===== config.mk =====
export PLATFORM = sky130hd
export DESIGN_NAME = mcc_front
export DESIGN_NICKNAME = d
export VERILOG_FILES = /design/src/hdl/mcc_pkg.sv /design/src/hdl/mcc_front.sv
export SDC_FILE = /design/constraint.sdc
export NUM_CORES = 1
export LEC_CHECK = 0
export ABC_CLOCK_PERIOD_IN_PS = 3900
export CAP_MARGIN = 10
export CORE_UTILIZATION = 65
export CTS_CLUSTER_DIAMETER = 40
export DETAILED_ROUTE_END_ITERATION = 7
export DONT_BUFFER_PORTS = 1
export PLACE_DENSITY = 0.81
export SLEW_MARGIN = 40
export SYNTH_ARGS = -nofsm -noshare
export SYNTH_HDL_FRONTEND = slang
export SYNTH_SLANG_ARGS = --single-unit

===== constraint.sdc =====
create_clock -name clock -period 3.9 [get_ports clock]
set_input_delay 0.585 -clock clock [delete_from_list [all_inputs] [get_ports clock]]
set_output_delay 0.585 -clock clock [all_outputs]
set_load 0.02 [all_outputs]

===== src/hdl/mcc_pkg.sv =====
// ----------------------------------------------------------------------------
// mcc_pkg
// Shared types, sizes and bond threshold tables for the molecule
// connectivity check.
// ----------------------------------------------------------------------------
package mcc_pkg;

   // default atom capacity
   localparam int MaxAtomsDefault = 64;

   // squared distances are in units of 2^-20 square angstrom
   localparam longint BondScale = 10000;
   localparam int     ThrW      = 22;
   localparam int     D2W       = 34;

   // element codes
   localparam logic [2:0] ELEM_C     = 3'd0;
   localparam logic [2:0] ELEM_H     = 3'd1;
   localparam logic [2:0] ELEM_O     = 3'd2;
   localparam logic [2:0] ELEM_N     = 3'd3;
   localparam logic [2:0] ELEM_OTHER = 3'd4;

   typedef struct packed {
      logic [2:0]         element_code;
      logic signed [15:0] x_pos;
      logic signed [15:0] y_pos;
      logic signed [15:0] z_pos;
      logic               last_atom;
   } req_type;

   typedef struct packed {
      logic       dissociated;
      logic [6:0] atom_total;
      logic       overflow;
   } rsp_type;

   // one stored atom
   typedef struct packed {
      logic [2:0]         element_code;
      logic signed [15:0] x_pos;
      logic signed [15:0] y_pos;
      logic signed [15:0] z_pos;
   } store_type;

   // classified atom handed from the front to the back
   typedef struct packed {
      store_type pos;
      logic      known;
      logic      last;
   } atom_type;

   // d2 * 10000 > p^2 * 2^20  <=>  d2 > floor(p^2 * 2^20 / 10000)
   function automatic logic [ThrW-1:0] thr_floor(input longint p);
      longint full;
      full = (p * p) << 20;
      return ThrW'(full / BondScale);
   endfunction

   // d2 * 10000 < p^2 * 2^20  <=>  d2 < ceil(p^2 * 2^20 / 10000)
   function automatic logic [ThrW-1:0] thr_ceil(input longint p);
      longint full;
      full = (p * p) << 20;
      return ThrW'((full + BondScale - 1) / BondScale);
   endfunction

   // indexed by {first element, second element}, bounds in 0.01 angstrom
   localparam logic [ThrW-1:0] BondLoTable [16] = '{
      thr_floor(114), thr_floor(102), thr_floor(120), thr_floor(140),
      thr_floor(102), thr_floor(57),  thr_floor(91),  thr_floor(95),
      thr_floor(120), thr_floor(91),  thr_floor(110), thr_floor(114),
      thr_floor(140), thr_floor(95),  thr_floor(114), thr_floor(104)
   };

   localparam logic [ThrW-1:0] BondHiTable [16] = '{
      thr_ceil(162), thr_ceil(112), thr_ceil(150), thr_ceil(154),
      thr_ceil(112), thr_ceil(63),  thr_ceil(101), thr_ceil(105),
      thr_ceil(150), thr_ceil(101), thr_ceil(139), thr_ceil(126),
      thr_ceil(154), thr_ceil(105), thr_ceil(126), thr_ceil(114)
   };

endpackage


===== src/hdl/mcc_front.sv =====
// ----------------------------------------------------------------------------
// mcc_front
// Accepts atom words, tags whether the element has bond data and holds them
// in a two-entry queue for the back end.
// ----------------------------------------------------------------------------
module mcc_front (
   input  logic              clock,
   input  logic              reset,
   input  logic              start,
   output logic              busy,
   input  mcc_pkg::req_type  req_data,
   output logic              atom_valid,
   output mcc_pkg::atom_type atom_data,
   input  logic              atom_pop
);
   import mcc_pkg::*;

   atom_type   queue_ff [2];
   logic       wr_ptr_ff, wr_ptr_in;
   logic       rd_ptr_ff, rd_ptr_in;
   logic [1:0] fill_ff, fill_in;
   logic       push;
   atom_type   incoming;

   // classify the incoming word
   always_comb begin
      incoming.pos.element_code = req_data.element_code;
      incoming.pos.x_pos        = req_data.x_pos;
      incoming.pos.y_pos        = req_data.y_pos;
      incoming.pos.z_pos        = req_data.z_pos;
      incoming.known            = (req_data.element_code <= ELEM_N);
      incoming.last             = req_data.last_atom;
   end

   assign busy       = (fill_ff == 2'd2);
   assign push       = start && !busy;
   assign atom_valid = (fill_ff != 2'd0);
   assign atom_data  = queue_ff[rd_ptr_ff];

   // pointer and fill bookkeeping
   always_comb begin
      wr_ptr_in = push ? ~wr_ptr_ff : wr_ptr_ff;
      rd_ptr_in = atom_pop ? ~rd_ptr_ff : rd_ptr_ff;
      fill_in   = fill_ff + 2'(push) - 2'(atom_pop);
   end

   always_ff @(posedge clock) begin
      if (reset) begin
         wr_ptr_ff <= 1'b0;
         rd_ptr_ff <= 1'b0;
         fill_ff   <= 2'd0;
      end else begin
         wr_ptr_ff <= wr_ptr_in;
         rd_ptr_ff <= rd_ptr_in;
         fill_ff   <= fill_in;
      end
   end

   // queue storage
   always_ff @(posedge clock) begin
      if (push) begin
         queue_ff[wr_ptr_ff] <= incoming;
      end
   end

endmodule


==> results.json, run 1 <==
{
  "status": "complete, no violations",
  "grt_start_max_net_pins": 54,
  "synth_most_common_cell": "edfxtp_1",
  "area_growth_pct": 5.77,
  "die_h_um": 81.2,
  "wl_met2_um": 2720,
  "grt_overflow": 0,
  "cap_viol_max_count": 0,
  "relSlewSlack_pct": 52.6,
  "drive_above_1_share_pct": 37.1,
  "path_clk_slew_ns": 0.09,
  "wl_met3_um": 709,
  "drtIter0Drc": 80,
  "seq_area_frac_synth_pct": 80.6,
  "fp-row-count": 28,
  "synth_edf_count": 106,
  "yosysTopAreaCell": "edfxtp_1",
  "syn_nets": 250,
  "place.port_buffers": 0,
  "setup_violations": 0,
  "critPathBufInv": 0,
  "synthArstFlopShare_pct": 0,
  "first_pass_iters": 4,
  "cp_slowest_cell": "dfxtp_4",
  "min_period_ns": 2.24,
  "final_core_util_pct": 71.9,
  "antenna_found_initial": 0,
  "vias": 1624,
  "critical_path.top_delay_family": "flip-flops",
  "preCtsSetupSlack_ns": 1.97,
  "initial_core_util_pct": 68.0,
  "required_ns": 3.31,
  "min_path_type": "input port to flip-flop",
  "cp-end-kind": "output pin",
  "fillers": 352,
  "fin_ws_ns": 1.66,
  "grt_pass1_vias": 1656,
  "cts_setup_buffers": 0,
  "clock_skew_ns": 0.00981,
  "post-place-cells": 261,
  "synth_top_area_share_pct": 78.1,
  "dpl_cell_area_mm2": 0.00412,
  "critical_path.max_stage_delay_ns": 0.77,
  "rsz0062_at_grt": "no",
  "yosys-top-cells-area": "edfxtp_1, mux2_2, dfxtp_1",
  "drc": 0,
  "hold_viol_final": 0,
  "io_pins": 111,
  "finalSetupTns_ns": 0,
  "wl_per_cell_um": 20.3,
  "dieArea_mm2": 0.00659,
  "htreeDepth": 3,
  "core_area_mm2": 0.00599,
  "cts_made_buffers": 9,
  "numClockSinks": 111,
  "crit_fanout": 53,
  "cp_data_arrival_time_ns": 1.66,
  "fin_crit_sh_pct": 57.5,
  "ys_seq_elements": 111,
  "power.leakage_nw": 1.40,
  "path_class": "flip-flop to output pin",
  "fin_cells": 277,
  "ys_types": 21,
  "final_cell_area_mm2": 0.00431,
  "grt_pass1_wl_um": 7970,
  "cts_resized": 0,
  "slew_viol_final": 0,
  "finalWeightedCongestion": 0.634,
  "post_synth.cell_area_avg_um2": 21.2,
  "worst_pin_slew_ns": 0.711,
  "cp-start-kind": "flip-flop",
  "nets": 255,
  "cts_root_buf": "clkbuf_8",
  "ctsHoldBuffers": 0,
  "cts_tree": "built",
  "dieWidth_um": 81.2,
  "ant_nets": 0,
  "cp_cell_sequence": "mux2_2",
  "wl_met1_um": 2020,
  "max_freq_mhz": 446,
  "track_usage_pct": 17.7,
  "antenna_cells": 0,
  "synthCells": 192,
  "irDropWorstVdd_v": 0.000360,
  "top_layer": "met4",
  "syn_area_mm2": 0.00407,
  "ys_warn_count": 0,
  "viasPerCell": 5.86,
  "insertion_delay_ns": 0.36,
  "ys.flop_type": "edfxtp_1",
  "wl_um": 5620,
  "dp_hpwl_um": 3640,
  "power.density_mw_per_mm2": 563,
  "clk_path_buf_depth": 2,
  "synth_common_cells": "edfxtp_1, mux2_2, buf_6, dfxtp_1, inv_1"
}
[kinds of logic (layout without fill, tap and decap cells)]
logic type / after synthesis / after routing / share of synthesized area (%)
fa+ha+maj: 2 / 2 / 0.614
compound gates: 2 / 2 / 0.245
flops: 111 / 111 / 80.6
simple gates: 11 / 11 / 1.51
mux: 53 / 53 / 14.6
buf+inv: 11 / 21 / 1.97
xor+xnor: 2 / 2 / 0.430
[registers in the layout, indices dropped and copies added (netlist names), named ones only]
| name | count |
|---|---|
| fill_ff | 2 |
| queue_ff | 106 |
| rd_ptr_ff | 1 |
| wr_ptr_ff | 1 |
[routing by layer]
metal  track usage [%]  vias to the layer above
met1              19.6                      775
met2              26.9                       82
met3              8.99                       16
li1                  -                      751
met5                 0                        -
met4              11.3                        0
[final cells by class]
type	count	area (um^2)	area share, %
multi-input combinational	70	714	16.6
clock inverter	5	41.3	0.958
tap	75	93.8	2.18
sequential	111	3290	76.3
clock buffer	11	151	3.51
inverter	5	21.3	0.494
[placed cells by master (no fill, tap or decap), drive strengths merged]
cell,count
a21oi,1
nor2,3
or2,1
nor3,1
nand2b,1
xnor2,1
and2,1
dfxtp,5
clkbuf,11
mux2,53
xor2,1
clkinv,2
edfxtp,106
and3,1
ha,2
nand2,1
o21ai,1
inv,6
clkinvlp,2
or3,1
nor2b,1
[worst paths after layout]
check             startpoint               to  slack (ns)  depth (start not counted)
setup / recovery   flip-flop    atom_data[27]        1.66                          1
setup reg to reg  fill_ff[0]  queue_ff[0][42]        2.05                          4
hold / removal         reset        rd_ptr_ff        0.29                          1
hold reg to reg    wr_ptr_ff        wr_ptr_ff        0.50                          2
[metrics by stage]
step / total power [W] / hold WS [ns]
final: 0.00242 / 0.288
after global routing: 0.00251 / 0.262
after CTS: 0.00245 / 0.268
after detailed placement: 0.00183 / 0.480
after global placement: 0.00181 / 0.462
after floorplan: 0.00179 / 0.451
[power breakdown]
part           internal (W)  leakage [nW]  total (W)  switching (W)
Combinational     0.0000975         0.281   0.000315       0.000217
Clock              0.000272        0.0922   0.000626       0.000354
Sequential          0.00144          1.03    0.00148      0.0000459
Note: power is estimated with default switching activity, not from simulation.
==> run 2: changes to the inputs <==
- ABC_CLOCK_PERIOD_IN_PS: 3900 -> 1910
- CORE_UTILIZATION: 65 -> 56
- PLACE_DENSITY: 0.81 -> 0.74
- clock period: 3.9 -> 1.91 ns (I/O delays scaled with it)
==> run 2 against run 1 <==
Net effect:
- sequential power grew 100%
- critical path depth grew 1
- count of clock-buffer cells in the layout is the same
- final area grew 7.3%
- power grew 100%
- worst setup slack lost 1.4 ns
- die area grew 16%
- global-route usage shrank 0.69 points
- worst hold slack lost 0.26 ns
- critical path type unchanged
- via count grew 10%
==> results.json, run 2 (synthesis results as in run 1) <==
{
  "drc": 0,
  "dieArea_mm2": 0.00762,
  "r2r_setup_slack_ns": 0.32,
  "clock_skew_ns": 0.00746,
  "relSlewSlack_pct": 72.1,
  "post-place-cells": 288,
  "numClockSinks": 111,
  "fin_cells": 327,
  "finalSetupTns_ns": 0,
  "required_ns": 1.62,
  "grt_pass1_wl_um": 9220,
  "whs_path_depth": 0,
  "clk_path_buf_depth": 2,
  "antenna_cells": 0,
  "wl_met1_um": 2320,
  "wl_met2_um": 3580,
  "track_usage_pct": 17.0,
  "antenna_found_initial": 0,
  "wl_met3_um": 482,
  "fp-row-count": 30,
  "power.leakage_nw": 1.53,
  "fin_crit_sh_pct": 87.3,
  "top_layer": "met4",
  "cts_resized": 0,
  "drive_above_1_share_pct": 34.6,
  "max_freq_mhz": 600,
  "core_area_mm2": 0.00691,
  "nets": 284,
  "place.port_buffers": 0,
  "final_common_cell": "edfxtp_1",
  "status": "complete, no violations",
  "cts_root_buf": "clkbuf_8",
  "vias": 1793,
  "mostFrequentLayoutCells": "edfxtp_1, mux2_2, dlygate4sd3_1",
  "die_h_um": 87.3,
  "crit_fanout": 39,
  "min_period_ns": 1.67,
  "path_class": "flip-flop to output pin",
  "rr_endpoint": "queue_ff[0][41]",
  "worst_pin_slew_ns": 0.419,
  "regMostFlops": "queue_ff",
  "fillers": 457,
  "area_growth_pct": 13.5,
  "rsz0062_at_grt": "no",
  "dp_hpwl_um": 4200,
  "wl_um": 6460,
  "grt_pass1_vias": 1822,
  "grt_overflow": 0,
  "viasPerCell": 5.48,
  "min_path_type": "input port to flip-flop",
  "slew_viol_final": 0,
  "htreeDepth": 3,
  "rr_startpoint": "fill_ff[0]",
  "power.density_mw_per_mm2": 1080,
  "path_clk_slew_ns": 0.09,
  "largest_reg_flops": 106,
  "hold_ws_ns": 0.0323,
  "cts_made_buffers": 9,
  "hold_viol_final": 0,
  "cp_data_arrival_time_ns": 1.38,
  "wl_per_cell_um": 19.7,
  "cts_tree": "built",
  "initial_core_util_pct": 59.0,
  "worstHoldStart": "req_data[30]",
  "grt_start_max_net_pins": 40,
  "setup_violations": 0,
  "cap_viol_max_count": 0,
  "cp-start-kind": "flip-flop",
  "top_regs": "queue_ff x106, fill_ff x2",
  "dieWidth_um": 87.3,
  "io_pins": 111,
  "ant_nets": 0,
  "irDropWorstVdd_v": 0.000688,
  "drtIter0Drc": 83,
  "min_to": "queue_ff[1][31]",
  "insertion_delay_ns": 0.35,
  "finalWeightedCongestion": 0.632,
  "reg2regPathDepth": 5,
  "first_pass_iters": 5,
  "cp-end-kind": "output pin"
}
[run 2: cell types whose count changed in the layout (fill, tap and decap cells not counted), moves of 2 or more]
| cell | change |
|---|---|
| buf_12 | +3 |
| clkbuf_8 | -2 |
| clkinv_2 | +2 |
| clkbuf_1 | +2 |
| dlygate4sd3_1 | +23 |
| buf_4 | +3 |
[run 2: power by group]
group | internal (W) | switching [W] | total, W
Combinational | 0.000278 | 0.000514 | 0.000792
Sequential | 0.00293 | 0.0000583 | 0.00299
Clock | 0.000476 | 0.000708 | 0.00118
Total | 0.00369 | 0.00128 | 0.00497
[run 2: per-stage QoR]
| step | utilization [%] | area [um^2] | total power [W] | setup WS, ns |
|---|---|---|---|---|
| final | 66.9 | 4620 | 0.00497 | 0.243 |
| after global routing | 66.9 | 4620 | 0.00518 | 0.172 |
| after CTS | 63.7 | 4400 | 0.00496 | 0.224 |
| after detailed placement | 61.2 | 4230 | 0.00381 | 0.338 |
| after global placement | 61.2 | 4230 | 0.00376 | 0.393 |
| after floorplan | - | 4080 | 0.00366 | 0.0417 |
[run 2: how the worst max path moves through the flow]
stage	end	cells past startpoint	slack, ns
2_1_floorplan	queue_ff[0][0]	4	0.04
3_3_place_gp	queue_ff[0][6]	5	0.39
3_5_place_dp	queue_ff[0][49]	5	0.34
4_1_cts	atom_data[4]	2	0.22
5_1_grt	atom_data[22]	2	0.17
6_report	atom_data[22]	2	0.24
[run 2: timing repair]
action,4_1_cts,5_1_grt
hold buffers,1,22
setup buffers,0,0
endpoints found under the hold margin,5,33
[run 2: layer usage]
metal  global-route usage [%]  up-vias
li1                         -      808
met1                     18.4      893
met2                     29.5       78
met3                     6.64       14
met4                     7.15        0
met5                        0        -
[run 2: cell type report]
class	count	area (um^2)	share of cell area, %
clock buffers	11	131	2.84
clock inverters	5	35.0	0.758
inverters	5	22.5	0.487
multi-input cells	70	716	15.5
flip-flops and latches	111	3280	71.1
well taps	96	120	2.60
repair buffers	29	313	6.77
[run 2: critical path, stage by stage, from the launching register on]
cell     delay, ns
dfxtp_2       0.36
buf_12        0.22
mux2_2        0.43
==> run 3: changes to the inputs <==
- CORE_ASPECT_RATIO: unset -> 2
==> run 3 against run 2 <==
Net effect:
- worst setup slack got worse by 0.073 ns
- largest cell class unchanged
- combinational power decreased by 7.1%
- non-clock buffer count decreased by 22
- sequential share of layout area rose by 0.70 points
- critical path depth unchanged
- die area is 0.27% higher
- wire length down 4.4%
- power is 18% higher
- register-to-register slack worse by 0.12 ns
- final area down 0.97%
==> results.json, run 3 (synthesis results as in run 1) <==
{
  "status": "complete, no violations",
  "first_pass_iters": 4,
  "insertion_delay_ns": 0.33,
  "cts_setup_buffers": 0,
  "grt_pass1_vias": 1799,
  "nets": 262,
  "min_period_ns": 1.74,
  "cp_data_arrival_time_ns": 1.45,
  "final_common_cell": "edfxtp_1",
  "post-place-cells": 282,
  "drc": 0,
  "core_area_mm2": 0.00699,
  "mostFrequentLayoutCells": "edfxtp_1, mux2_2, clkbuf_16",
  "reg2regPathDepth": 5,
  "place.port_buffers": 0,
  "worst_pin_slew_ns": 0.359,
  "htreeDepth": 3,
  "track_usage_pct": 16.8,
  "dieArea_mm2": 0.00764,
  "cp-start-kind": "flip-flop",
  "min_to": "fill_ff[0]",
  "power.density_mw_per_mm2": 1290,
  "numClockSinks": 111,
  "path_class": "flip-flop to output pin",
  "cp-end-kind": "output pin",
  "hold_viol_final": 0,
  "grt_start_max_net_pins": 39,
  "viasPerCell": 5.60,
  "rsz0062_at_grt": "no",
  "grt_overflow": 0,
  "clock_skew_ns": 0.00404,
  "irDropWorstVdd_v": 0.000875,
  "finalSetupTns_ns": 0,
  "antenna_found_initial": 0,
  "cap_viol_max_count": 0,
  "regMostFlops": "queue_ff",
  "required_ns": 1.62,
  "vias": 1673,
  "die_h_um": 123,
  "max_freq_mhz": 575,
  "finalWeightedCongestion": 0.731,
  "whs_path_depth": 1,
  "top_regs": "queue_ff x106, fill_ff x2",
  "largest_reg_flops": 106,
  "cts_made_buffers": 9,
  "initial_core_util_pct": 58.2,
  "fin_cells": 299,
  "fp-row-count": 43,
  "io_pins": 111,
  "dieWidth_um": 62.3,
  "setup_violations": 0,
  "power.leakage_nw": 1.52,
  "slew_viol_final": 0,
  "fin_crit_sh_pct": 91.1,
  "clk_path_buf_depth": 2,
  "fillers": 450,
  "grt_pass1_wl_um": 8960,
  "cts_root_buf": "clkbuf_16",
  "ant_nets": 0,
  "area_growth_pct": 12.3,
  "rr_startpoint": "fill_ff[0]",
  "dp_hpwl_um": 4230,
  "r2r_setup_slack_ns": 0.20,
  "crit_fanout": 29,
  "cts_tree": "built",
  "wl_per_cell_um": 20.6,
  "rr_endpoint": "queue_ff[0][10]",
  "min_path_type": "input port to flip-flop",
  "worstHoldStart": "reset",
  "drtIter0Drc": 48,
  "relSlewSlack_pct": 76.1,
  "cts_resized": 0,
  "path_clk_slew_ns": 0.06,
  "wl_um": 6170,
  "antenna_cells": 0,
  "drive_above_1_share_pct": 38.8
}
==> run 3: worst max-delay path by stage <==
stage          slack (ns)  startpoint              end  depth (start not counted)
6_report             0.17   flip-flop    atom_data[45]                          2
5_1_grt              0.10   flip-flop    atom_data[45]                          2
4_1_cts              0.14   flip-flop    atom_data[22]                          2
3_5_place_dp         0.22  fill_ff[0]  queue_ff[0][32]                          5
3_3_place_gp         0.30  fill_ff[0]  queue_ff[0][10]                          5
2_1_floorplan        0.04  fill_ff[0]   queue_ff[0][0]                          4
==> run 3: critical path: stages (launching register included) <==
cell     delay [ns]
dfxtp_2        0.32
buf_4          0.33
mux2_2         0.46
==> run 3: stage by stage <==
step | hold slack [ns] | instance area [um^2] | total power [W] | setup WS (ns) | util [%]
CTS | 0.000793 | 4570 | 0.00595 | 0.143 | 65.3
floorplan | 0.356 | 4080 | 0.00366 | 0.0417 | -
finish | 0.0166 | 4580 | 0.00588 | 0.171 | 65.4
global route | 0.00372 | 4580 | 0.00608 | 0.102 | 65.4
detailed placement | 0.361 | 4210 | 0.00379 | 0.216 | 60.1
global placement | 0.359 | 4210 | 0.00375 | 0.304 | 60.1
==> run 3: power breakdown <==
group	switching, W	internal [W]	leakage, nW
logic	0.000499	0.000236	0.319
clock network	0.000743	0.00141	0.173
registers	0.0000572	0.00294	1.03
total	0.00130	0.00458	1.52
==> run 3: cell type report <==
cell class	count	area, um^2	area share [%]
inverters	5	22.5	0.492
flip-flops and latches	111	3280	71.8
repair buffers	7	80.1	1.75
well taps	90	113	2.46
multi-input cells	70	716	15.6
clock buffers	10	229	5.00
clock inverters	6	133	2.90
==> run 3: metal layers <==
layer | part of all wire, % | vias to the layer above | GRT usage (%)
met5 | 0 | - | 0
met4 | 3.9 | 0 | 11.2
met3 | 9.8 | 17 | 9.20
met2 | 55 | 84 | 29.4
met1 | 31 | 809 | 14.2
li1 | - | 763 | -
==> run 3: timing repair <==
| action | CTS | global route |
|---|---|---|
| setup endpoints to repair | 0 | 0 |
| hold endpoints to repair | 0 | 2 |
| hold buffers | 0 | 1 |
